File: config.mk
export PLATFORM = sky130hd
export DESIGN_NAME = ax25_kiss_frame_builder
export DESIGN_NICKNAME = d
export VERILOG_FILES = /design/src/design/kfb_pkg.sv /design/src/design/kfb_front.sv /design/src/design/kfb_fifo.sv /design/src/design/kfb_back.sv /design/src/design/ax25_kiss_frame_builder.sv
export VERILOG_INCLUDE_DIRS = /design/src /design/src/design
export SDC_FILE = /design/constraint.sdc
export NUM_CORES = 1
export LEC_CHECK = 0
export BUFFER_PORTS_ARGS = -buffer_cell sky130_fd_sc_hd__buf_2
export CAP_MARGIN = 20
export CORE_UTILIZATION = 37
export DETAILED_ROUTE_END_ITERATION = 10
export SLEW_MARGIN = 10
export SYNTH_ARGS = -nofsm -noshare
export SYNTH_HDL_FRONTEND = slang
export SYNTH_SLANG_ARGS = --single-unit
File: constraint.sdc
create_clock -name aclk -period 6.7 [get_ports aclk]
set_input_delay 2.01 -clock aclk [delete_from_list [all_inputs] [get_ports aclk]]
set_output_delay 2.01 -clock aclk [all_outputs]
set_load 0.03 [all_outputs]
File: src/design/ax25_kiss_frame_builder_macros.svh
// Assertion macros used by the frame builder back end.
`ifndef AX25_KISS_FRAME_BUILDER_MACROS_SVH
`define AX25_KISS_FRAME_BUILDER_MACROS_SVH

`ifndef NO_ASSERTIONS

// Condition holds at every rising clock edge outside reset.
`define KFB_ASSERT(label, cond) \
    label: assert property (@(posedge aclk) disable iff (!aresetn) (cond)) \
        else $error("frame builder check failed");

// Consequence holds in the cycle after the trigger.
`define KFB_ASSERT_NEXT(label, trig, cons) \
    label: assert property (@(posedge aclk) disable iff (!aresetn) (trig) |=> (cons)) \
        else $error("frame builder sequence check failed");

`else

`define KFB_ASSERT(label, cond)
`define KFB_ASSERT_NEXT(label, trig, cons)

`endif

`endif

File: src/design/kfb_pkg.sv
// Types, constants and header helpers for the AX.25 KISS frame builder.
package kfb_pkg;

    localparam int CALL_CHARS = 6;
    localparam int CHAR_W     = 8;
    localparam int CALL_W     = CALL_CHARS * CHAR_W;
    localparam int SSID_W     = 4;
    localparam int CFG_ADDR_W = 3;
    localparam int CFG_DATA_W = CALL_W;

    // Register indexes on the configuration port
    localparam logic [CFG_ADDR_W-1:0] REG_DEST_CALL = 3'd0;
    localparam logic [CFG_ADDR_W-1:0] REG_DEST_SSID = 3'd1;
    localparam logic [CFG_ADDR_W-1:0] REG_SRC_CALL  = 3'd2;
    localparam logic [CFG_ADDR_W-1:0] REG_SRC_SSID  = 3'd3;
    localparam logic [CFG_ADDR_W-1:0] REG_CONTROL   = 3'd4;
    localparam logic [CFG_ADDR_W-1:0] REG_PID       = 3'd5;
    localparam logic [CFG_ADDR_W-1:0] REG_KISS_EN   = 3'd6;

    // Byte codes
    localparam logic [7:0] FLAG_BYTE  = 8'hC0;
    localparam logic [7:0] CMD_BYTE   = 8'h00;
    localparam logic [7:0] ESC_BYTE   = 8'hDB;
    localparam logic [7:0] ESC_FLAG   = 8'hDC;
    localparam logic [7:0] ESC_ESC    = 8'hDD;
    localparam logic [7:0] SSID_BASE  = 8'h60;
    localparam logic [7:0] PAD_CHAR   = 8'h20;
    localparam logic [7:0] LOWER_A    = 8'h61;
    localparam logic [7:0] LOWER_Z    = 8'h7A;
    localparam logic [7:0] CASE_DIFF  = 8'h20;
    localparam logic [7:0] CTRL_RESET = 8'h03;
    localparam logic [7:0] PID_RESET  = 8'hF0;

    // Output slots of one item, in emission order
    localparam int SLOT_W = 5;
    localparam logic [SLOT_W-1:0] SLOT_OPEN     = 5'd0;
    localparam logic [SLOT_W-1:0] SLOT_CMD      = 5'd1;
    localparam logic [SLOT_W-1:0] SLOT_HDR0     = 5'd2;
    localparam logic [SLOT_W-1:0] SLOT_HDR_LAST = 5'd17;
    localparam logic [SLOT_W-1:0] SLOT_PAYLOAD  = 5'd18;
    localparam logic [SLOT_W-1:0] SLOT_CLOSE    = 5'd19;

    // Header byte positions
    localparam int HDR_IDX_W = 4;
    localparam logic [HDR_IDX_W-1:0] HDR_DEST_SSID = 4'd6;
    localparam logic [HDR_IDX_W-1:0] HDR_SRC0      = 4'd7;
    localparam logic [HDR_IDX_W-1:0] HDR_SRC_SSID  = 4'd13;
    localparam logic [HDR_IDX_W-1:0] HDR_CTRL      = 4'd14;

    localparam int FIFO_DEPTH = 2;
    localparam int FIFO_PTR_W = 1;
    localparam int FIFO_CNT_W = 2;

    typedef struct packed {
        logic [7:0] data_byte;
        logic       first;
        logic       last;
    } in_item_t;

    typedef struct packed {
        logic [7:0] out_byte;
        logic       run_last;
        logic       frame_end;
    } out_item_t;

    // Classified item handed from front to back
    typedef struct packed {
        logic [7:0] data_byte;
        logic       hdr;
        logic       open;
        logic       close;
        logic       esc;
        logic       last;
    } cmd_t;

    typedef struct packed {
        logic [CALL_W-1:0] dest_call;
        logic [SSID_W-1:0] dest_ssid;
        logic [CALL_W-1:0] src_call;
        logic [SSID_W-1:0] src_ssid;
        logic [7:0]        control_byte;
        logic [7:0]        pid_byte;
    } hdr_cfg_t;

    typedef enum logic {
        ST_IDLE,
        ST_RUN
    } state_t;

    function automatic logic [7:0] call_char(input logic [CALL_W-1:0] call,
                                             input logic [2:0] pos);
        logic [7:0] c;
        case (pos)
            3'd0:    c = call[47:40];
            3'd1:    c = call[39:32];
            3'd2:    c = call[31:24];
            3'd3:    c = call[23:16];
            3'd4:    c = call[15:8];
            3'd5:    c = call[7:0];
            default: c = 8'h00;
        endcase
        return c;
    endfunction

    // Pad, upper-case and shift one callsign character
    function automatic logic [7:0] fix_char(input logic [7:0] c);
        logic [7:0] u;
        if (c == 8'h00) begin
            u = PAD_CHAR;
        end else if (c >= LOWER_A && c <= LOWER_Z) begin
            u = c - CASE_DIFF;
        end else begin
            u = c;
        end
        return {u[6:0], 1'b0};
    endfunction

    function automatic logic [7:0] hdr_byte(input hdr_cfg_t cfg,
                                            input logic [HDR_IDX_W-1:0] idx);
        logic [HDR_IDX_W-1:0] src_idx;
        logic [7:0]           b;
        src_idx = idx - HDR_SRC0;
        if (idx < HDR_DEST_SSID) begin
            b = fix_char(call_char(cfg.dest_call, idx[2:0]));
        end else if (idx == HDR_DEST_SSID) begin
            b = SSID_BASE | {3'b000, cfg.dest_ssid, 1'b0};
        end else if (idx < HDR_SRC_SSID) begin
            b = fix_char(call_char(cfg.src_call, src_idx[2:0]));
        end else if (idx == HDR_SRC_SSID) begin
            b = SSID_BASE | {3'b000, cfg.src_ssid, 1'b1};
        end else if (idx == HDR_CTRL) begin
            b = cfg.control_byte;
        end else begin
            b = cfg.pid_byte;
        end
        return b;
    endfunction

endpackage

File: src/design/kfb_front.sv
// Front end: accepts input beats and classifies them into frame commands.
module kfb_front (
    input  logic              aclk,
    input  logic              aresetn,
    input  logic              kiss_en,
    input  logic              s_valid,
    output logic              s_ready,
    input  kfb_pkg::in_item_t s_data,
    output logic              cmd_valid,
    input  logic              cmd_ready,
    output kfb_pkg::cmd_t     cmd_data
);

    logic          valid_reg;
    logic          valid_next;
    kfb_pkg::cmd_t cmd_reg;
    kfb_pkg::cmd_t cmd_next;
    logic          take;

    assign s_ready   = !valid_reg || cmd_ready;
    assign take      = s_valid && s_ready;
    assign cmd_valid = valid_reg;
    assign cmd_data  = cmd_reg;

    always_comb begin
        cmd_next           = cmd_reg;
        cmd_next.data_byte = s_data.data_byte;
        cmd_next.hdr       = s_data.first;
        cmd_next.open      = s_data.first && kiss_en;
        cmd_next.close     = s_data.last && kiss_en;
        cmd_next.esc       = kiss_en;
        cmd_next.last      = s_data.last;
        if (take) begin
            valid_next = 1'b1;
        end else if (cmd_ready) begin
            valid_next = 1'b0;
        end else begin
            valid_next = valid_reg;
        end
    end

    always_ff @(posedge aclk) begin
        if (!aresetn) begin
            valid_reg <= 1'b0;
        end else begin
            valid_reg <= valid_next;
        end
    end

    always_ff @(posedge aclk) begin
        if (take) begin
            cmd_reg <= cmd_next;
        end
    end

endmodule

File: src/design/kfb_fifo.sv
// Two-entry command queue between front and back.
module kfb_fifo (
    input  logic          aclk,
    input  logic          aresetn,
    input  logic          wr_valid,
    output logic          wr_ready,
    input  kfb_pkg::cmd_t wr_data,
    output logic          rd_valid,
    input  logic          rd_ready,
    output kfb_pkg::cmd_t rd_data
);

    kfb_pkg::cmd_t                    mem_reg [kfb_pkg::FIFO_DEPTH];
    logic [kfb_pkg::FIFO_PTR_W-1:0]   wr_ptr_reg;
    logic [kfb_pkg::FIFO_PTR_W-1:0]   rd_ptr_reg;
    logic [kfb_pkg::FIFO_CNT_W-1:0]   count_reg;
    logic                             push;
    logic                             pop;

    assign wr_ready = count_reg != kfb_pkg::FIFO_CNT_W'(kfb_pkg::FIFO_DEPTH);
    assign rd_valid = count_reg != '0;
    assign rd_data  = mem_reg[rd_ptr_reg];
    assign push     = wr_valid && wr_ready;
    assign pop      = rd_valid && rd_ready;

    always_ff @(posedge aclk) begin
        if (!aresetn) begin
            wr_ptr_reg <= '0;
            rd_ptr_reg <= '0;
            count_reg  <= '0;
        end else begin
            if (push) begin
                wr_ptr_reg <= wr_ptr_reg + 1'b1;
            end
            if (pop) begin
                rd_ptr_reg <= rd_ptr_reg + 1'b1;
            end
            if (push && !pop) begin
                count_reg <= count_reg + 1'b1;
            end else if (pop && !push) begin
                count_reg <= count_reg - 1'b1;
            end
        end
    end

    always_ff @(posedge aclk) begin
        if (push) begin
            mem_reg[wr_ptr_reg] <= wr_data;
        end
    end

endmodule

File: src/design/kfb_back.sv
// Back end: sequences flags, header, payload and escapes into output beats.
`include "ax25_kiss_frame_builder_macros.svh"

module kfb_back (
    input  logic               aclk,
    input  logic               aresetn,
    input  kfb_pkg::hdr_cfg_t  hdr_cfg,
    input  logic               cmd_valid,
    output logic               cmd_ready,
    input  kfb_pkg::cmd_t      cmd_data,
    output logic               m_valid,
    input  logic               m_ready,
    output kfb_pkg::out_item_t m_data
);

    kfb_pkg::state_t              state_reg;
    kfb_pkg::state_t              state_next;
    logic [kfb_pkg::SLOT_W-1:0]   slot_reg;
    logic [kfb_pkg::SLOT_W-1:0]   slot_next;
    logic                         esc_reg;
    logic                         esc_next;
    kfb_pkg::cmd_t                cmd_reg;
    logic                         load;
    logic                         out_valid_reg;
    logic                         out_valid_next;
    kfb_pkg::out_item_t           out_reg;
    kfb_pkg::out_item_t           out_next;
    logic                         emit;
    logic                         out_free;
    logic [kfb_pkg::SLOT_W-1:0]   hdr_off;
    logic                         is_hdr;
    logic [7:0]                   raw_byte;
    logic                         escapable;
    logic                         need_esc;
    logic                         slot_done;
    logic                         finish;

    assign out_free  = !out_valid_reg || m_ready;
    assign hdr_off   = slot_reg - kfb_pkg::SLOT_HDR0;
    assign is_hdr    = slot_reg >= kfb_pkg::SLOT_HDR0 && slot_reg <= kfb_pkg::SLOT_HDR_LAST;
    assign escapable = is_hdr || slot_reg == kfb_pkg::SLOT_PAYLOAD;
    assign need_esc  = cmd_reg.esc && escapable &&
                       (raw_byte == kfb_pkg::FLAG_BYTE || raw_byte == kfb_pkg::ESC_BYTE);
    assign cmd_ready = state_reg == kfb_pkg::ST_IDLE;
    assign load      = cmd_valid && cmd_ready;
    assign m_valid   = out_valid_reg;
    assign m_data    = out_reg;

    always_comb begin
        case (slot_reg)
            kfb_pkg::SLOT_OPEN:    raw_byte = kfb_pkg::FLAG_BYTE;
            kfb_pkg::SLOT_CMD:     raw_byte = kfb_pkg::CMD_BYTE;
            kfb_pkg::SLOT_PAYLOAD: raw_byte = cmd_reg.data_byte;
            kfb_pkg::SLOT_CLOSE:   raw_byte = kfb_pkg::FLAG_BYTE;
            default:               raw_byte = kfb_pkg::hdr_byte(hdr_cfg,
                                                hdr_off[kfb_pkg::HDR_IDX_W-1:0]);
        endcase
    end

    always_comb begin
        state_next = state_reg;
        slot_next  = slot_reg;
        esc_next   = esc_reg;
        out_next   = out_reg;
        emit       = 1'b0;
        slot_done  = 1'b0;
        finish     = 1'b0;
        case (state_reg)
            kfb_pkg::ST_IDLE: begin
                esc_next = 1'b0;
                if (load) begin
                    state_next = kfb_pkg::ST_RUN;
                    if (!cmd_data.hdr) begin
                        slot_next = kfb_pkg::SLOT_PAYLOAD;
                    end else if (cmd_data.open) begin
                        slot_next = kfb_pkg::SLOT_OPEN;
                    end else begin
                        slot_next = kfb_pkg::SLOT_HDR0;
                    end
                end
            end
            kfb_pkg::ST_RUN: begin
                if (out_free) begin
                    emit = 1'b1;
                    if (esc_reg) begin
                        out_next.out_byte = (raw_byte == kfb_pkg::FLAG_BYTE) ?
                                            kfb_pkg::ESC_FLAG : kfb_pkg::ESC_ESC;
                        esc_next  = 1'b0;
                        slot_done = 1'b1;
                    end else if (need_esc) begin
                        out_next.out_byte = kfb_pkg::ESC_BYTE;
                        esc_next          = 1'b1;
                    end else begin
                        out_next.out_byte = raw_byte;
                        slot_done         = 1'b1;
                    end
                    if (slot_done) begin
                        if (slot_reg == kfb_pkg::SLOT_CLOSE) begin
                            finish = 1'b1;
                        end else if (slot_reg == kfb_pkg::SLOT_PAYLOAD) begin
                            if (cmd_reg.close) begin
                                slot_next = kfb_pkg::SLOT_CLOSE;
                            end else begin
                                finish = 1'b1;
                            end
                        end else begin
                            // header runs straight into the payload slot
                            slot_next = slot_reg + 1'b1;
                        end
                    end
                    if (finish) begin
                        state_next = kfb_pkg::ST_IDLE;
                    end
                    out_next.run_last  = finish;
                    out_next.frame_end = finish && cmd_reg.last;
                end
            end
            default: begin
                state_next = kfb_pkg::ST_IDLE;
            end
        endcase
        if (emit) begin
            out_valid_next = 1'b1;
        end else if (m_ready) begin
            out_valid_next = 1'b0;
        end else begin
            out_valid_next = out_valid_reg;
        end
    end

    always_ff @(posedge aclk) begin
        if (!aresetn) begin
            state_reg     <= kfb_pkg::ST_IDLE;
            slot_reg      <= kfb_pkg::SLOT_OPEN;
            esc_reg       <= 1'b0;
            out_valid_reg <= 1'b0;
        end else begin
            state_reg     <= state_next;
            slot_reg      <= slot_next;
            esc_reg       <= esc_next;
            out_valid_reg <= out_valid_next;
        end
    end

    always_ff @(posedge aclk) begin
        if (load) begin
            cmd_reg <= cmd_data;
        end
        out_reg <= out_next;
    end

    `KFB_ASSERT(a_esc_only_running, !esc_reg || state_reg == kfb_pkg::ST_RUN)
    `KFB_ASSERT(a_slot_in_range,
        state_reg != kfb_pkg::ST_RUN || slot_reg <= kfb_pkg::SLOT_CLOSE)
    `KFB_ASSERT(a_end_is_run_last, !(out_valid_reg && out_reg.frame_end) || out_reg.run_last)
    `KFB_ASSERT_NEXT(a_load_starts_run, load, state_reg == kfb_pkg::ST_RUN)

endmodule

File: src/design/ax25_kiss_frame_builder.sv
// Top level of the AX.25 UI frame builder with KISS framing.
//
//  Channel  Ports                          Beat carries
//  input    s_valid s_ready s_data         payload byte with first/last marks
//  result   m_valid m_ready m_data         framed byte, run_last, frame_end
//  config   cfg_valid cfg_ready cfg_addr   register index and write data
//           cfg_wdata
//
// The back end loads an item while idle and emits its beats; it takes no new
// item until the last beat is out. Each escape adds a beat. The sequencer
// emitting one byte per cycle, when the result port is not stalled, sets the
// rate. Reset is synchronous; no clearing pass. A stalled result port holds
// the output register; front register and two-entry queue accept until full.
module ax25_kiss_frame_builder (
    input  logic                              aclk,
    input  logic                              aresetn,
    input  logic                              s_valid,
    output logic                              s_ready,
    input  kfb_pkg::in_item_t                 s_data,
    output logic                              m_valid,
    input  logic                              m_ready,
    output kfb_pkg::out_item_t                m_data,
    input  logic                              cfg_valid,
    output logic                              cfg_ready,
    input  logic [kfb_pkg::CFG_ADDR_W-1:0]    cfg_addr,
    input  logic [kfb_pkg::CFG_DATA_W-1:0]    cfg_wdata
);

    kfb_pkg::hdr_cfg_t hdr_cfg_reg;
    logic              kiss_en_reg;
    logic              cfg_wr;

    logic              fr_valid;
    logic              fr_ready;
    kfb_pkg::cmd_t     fr_data;
    logic              q_valid;
    logic              q_ready;
    kfb_pkg::cmd_t     q_data;

    assign cfg_ready = 1'b1;
    assign cfg_wr    = cfg_valid && cfg_ready;

    always_ff @(posedge aclk) begin
        if (!aresetn) begin
            hdr_cfg_reg.dest_call    <= '0;
            hdr_cfg_reg.dest_ssid    <= '0;
            hdr_cfg_reg.src_call     <= '0;
            hdr_cfg_reg.src_ssid     <= '0;
            hdr_cfg_reg.control_byte <= kfb_pkg::CTRL_RESET;
            hdr_cfg_reg.pid_byte     <= kfb_pkg::PID_RESET;
            kiss_en_reg              <= 1'b1;
        end else if (cfg_wr) begin
            case (cfg_addr)
                kfb_pkg::REG_DEST_CALL: hdr_cfg_reg.dest_call <= cfg_wdata;
                kfb_pkg::REG_DEST_SSID:
                    hdr_cfg_reg.dest_ssid <= cfg_wdata[kfb_pkg::SSID_W-1:0];
                kfb_pkg::REG_SRC_CALL:  hdr_cfg_reg.src_call <= cfg_wdata;
                kfb_pkg::REG_SRC_SSID:
                    hdr_cfg_reg.src_ssid <= cfg_wdata[kfb_pkg::SSID_W-1:0];
                kfb_pkg::REG_CONTROL:   hdr_cfg_reg.control_byte <= cfg_wdata[7:0];
                kfb_pkg::REG_PID:       hdr_cfg_reg.pid_byte <= cfg_wdata[7:0];
                kfb_pkg::REG_KISS_EN:   kiss_en_reg <= cfg_wdata[0];
                default: begin
                    // drop writes beyond the register list
                end
            endcase
        end
    end

    kfb_front u_front (
        .aclk      (aclk),
        .aresetn   (aresetn),
        .kiss_en   (kiss_en_reg),
        .s_valid   (s_valid),
        .s_ready   (s_ready),
        .s_data    (s_data),
        .cmd_valid (fr_valid),
        .cmd_ready (fr_ready),
        .cmd_data  (fr_data)
    );

    kfb_fifo u_fifo (
        .aclk     (aclk),
        .aresetn  (aresetn),
        .wr_valid (fr_valid),
        .wr_ready (fr_ready),
        .wr_data  (fr_data),
        .rd_valid (q_valid),
        .rd_ready (q_ready),
        .rd_data  (q_data)
    );

    kfb_back u_back (
        .aclk      (aclk),
        .aresetn   (aresetn),
        .hdr_cfg   (hdr_cfg_reg),
        .cmd_valid (q_valid),
        .cmd_ready (q_ready),
        .cmd_data  (q_data),
        .m_valid   (m_valid),
        .m_ready   (m_ready),
        .m_data    (m_data)
    );

endmodule

== Word-level counts from Yosys, hierarchy flattened ==
Memories as Yosys holds them, arrays and structs flattened. A register that Yosys moved wholly into a read port is not among the register bits.
Index checks and enable logic that the tools add are counted.

* Add/sub/neg operators: 9
* Magnitude comparators: 8
* Equality and inequality tests: 30
* Multiplexer cells: 60
* Bitwise gates (word level): 1
* Reductions and logical operators: 42

{| class="wikitable"
|+ Operator list
! kind !! count
|-
| $mux W8 || 13
|-
| $pmux W8 S6 || 2
|-
| $mux W5 || 7
|-
| $mux W7 || 4
|-
| $mux W1 || 27
|-
| $pmux W8 S3 || 1
|-
| $eq A3 B3 Y1 const B || 7
|-
| $eq A3 B2 Y1 const B || 6
|-
| $eq A8 B8 Y1 const B || 2
|-
| $ge A8 B7 Y1 const B || 2
|-
| $le A8 B7 Y1 const B || 2
|-
| $logic_not A8 Y1 || 2
|-
| $reduce_and A2 Y1 || 8
|-
| $sub A7 B6 Y7 const B || 2
|-
| $logic_and A1 B1 Y1 || 13
|-
| $eq A5 B5 Y1 const B || 2
|-
| $ne A2 B2 Y1 const B || 5
|-
| $pmux W5 S2 || 1
|-
| $eq A3 B1 Y1 const B || 3
|-
| $logic_not A3 Y1 || 3
|-
| $eq A4 B4 Y1 const B || 2
|-
| $reduce_bool A2 Y1 || 4
|-
| $mux W2 || 3
|-
| $add A5 B1 Y5 const B || 1
|-
| other kinds (20) || 28
|}

* Register bits after elaboration: 168
* Bits in writable memories: 26
* Input port bits: 66
* Memories: 1

{| class="wikitable"
|+ Memory list
! memory !! depth !! width !! rd ports !! clocked after Yosys merged registers in !! write ports !! line !! RTL
|-
| u_fifo.mem_reg || 2 || 13 || 1 || 1 || 1 || kfb_fifo.sv:13 || <nowiki>kfb_pkg::cmd_t mem_reg [kfb_pkg::FIFO_DEPTH];</nowiki>
|}

== Longest topological paths before layout ==
* Depth after elaboration: 29
* Depth in mapped cells: 13
* Depth with buffers taken out: 12

== Hierarchy ==
A second synthesis with hierarchy kept.

* Cells, all modules: 866
* Area total of the unflattened synthesis: 9111.2 µm²

{| class="wikitable"
|+ By module, submodules not included
! module !! instances !! cells each !! area an instance (µm²) !! seq. area each (µm²)
|-
| ax25_kiss_frame_builder || 1 || 465 || 4645.7 || 2422.3
|-
| kfb_back || 1 || 317 || 2830.2 || 790.8
|-
| kfb_fifo || 1 || 64 || 1174.9 || 880.8
|-
| kfb_front || 1 || 20 || 460.4 || 410.4
|}

== Worst setup path before layout ==
No wires, ideal clock.

* Path type: register -> register
* From: reg u_back.slot_reg[1] (netlist name)
* To: reg u_back.slot_reg[4] (netlist name)
* Setup time: 0.103 ns
* Arrival: 3.564 ns
* Required time: 6.597 ns
* Slack: 3.032 ns
* Cell stages (with the launch flop): 13
* Path buffers: 1
* Period minus slack after synthesis: 3.668 ns
* Cells stage by stage: dfxtp_1 inv_1 ha_1 ha_1 buf_1 nor2_1 o211ai_1 a21oi_1 a2111oi_1 nand4_1 a2111oi_4 nor4b_1 a2111oi_2

* Cells in the longest elaborated chain, start to end: 25
* Elaborated cells on any way between the ends: 75
* Those cells by class: add/sub: 5; order compare: 8; eq/ne: 21; mux: 27; reduce/logical: 14

{| class="wikitable"
|+ Ends and longest elaborated chain
! item !! line !! RTL
|-
| from (decl) || kfb_back.sv:18 || <nowiki>logic [kfb_pkg::SLOT_W-1:0] slot_reg;</nowiki>
|-
| from (signal assigned) || kfb_back.sv:134 || <nowiki>slot_reg <= kfb_pkg::SLOT_OPEN;</nowiki>
|-
| from (signal assigned) || kfb_back.sv:139 || <nowiki>slot_reg <= slot_next;</nowiki>
|-
| $sub A4 B2 Y4 || kfb_back.sv:39 || <nowiki>assign hdr_off = slot_reg - kfb_pkg::SLOT_HDR0;</nowiki>
|-
| $sub A3 B3 Y3 || kfb_pkg.sv:122 || <nowiki>src_idx = idx - HDR_SRC0;</nowiki>
|-
| $eq A3 B3 Y1 (tied with other cells) || kfb_pkg.sv:93 || <nowiki>case (pos)</nowiki>
|-
| $pmux W8 S6 || kfb_pkg.sv:93 ||
|-
| $mux W8 || kfb_pkg.sv:127 || <nowiki>end else if (idx < HDR_SRC_SSID) begin</nowiki>
|-
| $mux W8 || kfb_pkg.sv:125 || <nowiki>end else if (idx == HDR_DEST_SSID) begin</nowiki>
|-
| $mux W8 || kfb_pkg.sv:123 || <nowiki>if (idx < HDR_DEST_SSID) begin</nowiki>
|-
| $mux W8 || kfb_back.sv:50 || <nowiki>case (slot_reg)</nowiki>
|-
| (+9 left out) || -- ||
|-
| $logic_or A1 B1 Y1 || kfb_back.sv:43 || <nowiki>(raw_byte == kfb_pkg::FLAG_BYTE || raw_byte == kfb_pkg::ESC_BYTE);</nowiki>
|-
| $logic_and A1 B1 Y1 || kfb_back.sv:42 || <nowiki>assign need_esc = cmd_reg.esc && escapable &&</nowiki>
|-
| $mux W1 || kfb_back.sv:90 || <nowiki>end else if (need_esc) begin</nowiki>
|-
| $mux W1 || kfb_back.sv:85 || <nowiki>if (esc_reg) begin</nowiki>
|-
| $mux W1 || kfb_back.sv:83 || <nowiki>if (out_free) begin</nowiki>
|-
| $mux W1 || kfb_back.sv:68 || <nowiki>case (state_reg)</nowiki>
|-
| $ne A2 B2 Y1 (no line) || -- ||
|-
| $reduce_and A5 Y1 (no line) || -- ||
|}

Parallel ways exist; a longest one is shown, timed or not. The select of a mux whose other input is x is not followed.
A chain may end at the register's enable or synchronous reset.

== Worst setup path after layout ==
Same ends and word-level chain as after synthesis.

==> flow_summary.toml <==
[hold_path]
hp-start = "u_front.cmd_data[6]$_DFFE_PP_"
min_path_type = "flop to flop"
holdPathEnd = "u_fifo.mem_reg[1][6]$_DFFE_PP_"
hold_depth = 0

[critical_path]
cp.required_ps = 7020
cp-startpoint = "u_back.slot_reg[1]$_SDFFE_PN0P_"
crit_arrival_ps = 4820
r2r-end = "u_back.slot_reg[4]$_SDFFE_PN0P_"
reg2reg_slack_ps = 2190
crit_path_end_kind = "flop"
rr_startpoint = "u_back.slot_reg[1]$_SDFFE_PN0P_"
crit_type = "flop to flop"
cp-start-kind = "flop"
crit_fanout = 30
reg2regPathDepth = 12

[sta]
hold_viol = 0
finClkSkew_ps = 10.4
worst_hold_slack_ps = 445
slew_violations = 0
relSlewSlack_pct = 35.1
period_share_pct = 67.3
setup-violations-final = 0
rsz0062_at_grt = "false"
period_needed_ps = 4510
tightest_slew_ps = 971
max_freq_ghz = 0.222
finalSetupTns_ps = 0

[synth]
syn_area_per_cell_sq_um = 9.05
synth_cell_types = 72
seq_area_frac_synth_pct = 52.7
synth_edf_count = 60
yosys.cell_count.top_type = "nand2_1"
synth_commonest_cells = "nand2_1 (252), dfxtp_1 (135), a21oi_1 (133)"
synthArstFlopShare_pct = 0
synthCells = 945
yosys_warnings = 0
synth_area_sq_mm = 0.00855
yosys.area.top_type = "dfxtp_1"
synth.top_cell.area_share_pct = 31.6
ys_top_cells_by_area = "dfxtp_1 (32%), edfxtp_1 (21%), nand2_1 (11%), a21oi_1 (7.8%), nor2_1 (2.5%)"
synth_nets = 1023
ys_seq_elements = 195
ys.flop_type = "dfxtp_1"

[run]
max_cap_violations = 0

[floorplan]
boundaryPins = 79
core_sq_mm = 0.0226
fp.dieArea_sq_mm = 0.0237
start_util_pct = 37.8
rows = 55
die_h_um = 154
fp.dieW_um = 154

[routing]
drc = 0
wl_met2_um = 10300
m1WireLength_um = 11300
vias = 7039
via_per_inst = 5.45
drt-total-wl_um = 23100
top_layer = "met4"
first_pass_iters = 6
drt.antenna.violating_nets = 0
routed-wl-met3_um = 1280
drt-initial-drc-count = 595
wl_per_cell_um = 17.9

[clocking]
clk_path_buf_depth = 2
insertion_delay_ps = 440
htreeDepth = 4
cts_tree = "done"
ctsHoldBuffers = 0
clk_pin_slew_ps = 80
cts_setup_buffers = 0
cts_resized = 0
cts_num_sinks = 195
numCtsBuffers = 17
cts-root-buf = "clkbuf_16"

[grt]
grt_pass1_vias = 6372
grt_pass1_wl_um = 36200
grt_remaining_overflow = 0
antenna_found_initial = 0
grt_max_degree = 76
grt.total_usage_pct = 19.9

[finish]
final_layout_size_suffix_gt1_share_pct = 15.2
area_growth_pct = 13.8
nets = 1071
layout.cells.non_filler = 1291
antenna_cells = 0
largest_reg_flops = 120

[pwr]
cellLeakagePower_nw = 3.38
p_per_area_mw_per_mm2 = 381
peakVddDrop_mv = 0.148

[placement]
place.gp.congestion = 0.929
hpwl_um = 16200
port_buffers = 77
place_inst = 1259

[run_status]
status = "finished, final reports clean"
==> per-layer routing <==
metal | up-vias | global-route usage, %
met5 | - | 0
met4 | 0 | 5.48
met3 | 23 | 3.95
met2 | 230 | 29.5
met1 | 3364 | 29.3
li1 | 3422 | -
==> cell type report <==
type | instances | area [sq um]
multi-input combinational | 682 | 3760
fill | 2203 | 12900
clock buffer | 17 | 425
sequential | 195 | 4500
inverter | 11 | 42.5
tap | 285 | 357
clock inverter | 15 | 193
timing repair buffer | 86 | 453
==> metrics by stage <==
stage	power [mW]	setup slack, ps	util (%)	area, sq um
after CTS	3.71	2270	43.0	9730
after global placement	2.63	2380	40.2	9110
after detailed placement	2.64	2320	40.3	9110
after floorplan	2.33	3030	-	8550
final	3.71	2190	43.0	9730
after global routing	3.90	1950	43.0	9730
==> cells by family after synthesis <==
family | count (synthesis) | share of synthesized area [%]
AO/OA/AOI/OAI | 247 | 18.2
XOR/XNOR | 7 | 1.11
adder cells (fa/ha/maj) | 12 | 1.76
buffers and inverters | 68 | 3.45
flip-flops | 195 | 52.7
multiplexers | 27 | 3.34
other | 1 | 0.0438
AND/OR/NAND/NOR | 388 | 19.4
==> report_power, final <==
part	leakage, nW	switching [mW]	internal [mW]
Sequential	1.65	0.0909	1.37
Clock	0.304	0.477	0.600
Combinational	1.43	0.769	0.401
Total	3.38	1.34	2.37
==> cell usage in the layout, fill, tap and decap left out, drive strengths merged, types with 5 or more instances in the layout <==
| cell | synthesis | layout |
|---|---|---|
| o31ai | 5 | 5 |
| mux2i | 15 | 15 |
| a221oi | 8 | 8 |
| a32oi | 5 | 5 |
| and2 | 8 | 8 |
| nand3 | 17 | 17 |
| nor4 | 5 | 5 |
| nor2b | 8 | 8 |
| a31oi | 10 | 10 |
| dfxtp | 135 | 135 |
| a211oi | 5 | 5 |
| nand2 | 253 | 253 |
| clkbuf | 39 | 17 |
| mux2 | 12 | 12 |
| inv | 11 | 19 |
| a2111oi | 6 | 6 |
| a21oi | 133 | 133 |
| a22oi | 28 | 28 |
| buf | 18 | 86 |
| nor2 | 59 | 59 |
| o22ai | 8 | 8 |
| nor3 | 11 | 11 |
| nand2b | 7 | 7 |
| o21ai | 17 | 17 |
| ha | 12 | 12 |
| edfxtp | 60 | 60 |
==> worst max path at each step <==
stage | cells past startpoint | slack, ps | to
after floorplan | 12 | 3030 | u_back.slot_reg[4]$_SDFFE_PN0P_
after global placement | 12 | 2380 | u_back.slot_reg[4]$_SDFFE_PN0P_
after detailed placement | 12 | 2320 | u_back.m_data[0]$_DFFE_PP_
after CTS | 12 | 2270 | u_back.slot_reg[4]$_SDFFE_PN0P_
after global routing | 12 | 1950 | u_back.m_data[0]$_DFFE_PP_
final | 12 | 2190 | u_back.slot_reg[4]$_SDFFE_PN0P_
==> worst max-delay path, stage by stage (launching register included) <==
cell       delay (ps)
dfxtp_1           550
inv_1             190
ha_1              330
buf_4             260
ha_1              460
nor2_1            130
o211ai_1          250
a21oi_1           110
a2111oi_1         650
nand4_1           310
a2111oi_4         620
nor4b_1           150
a2111oi_2         370
Power figures use the tool's default switching activity.
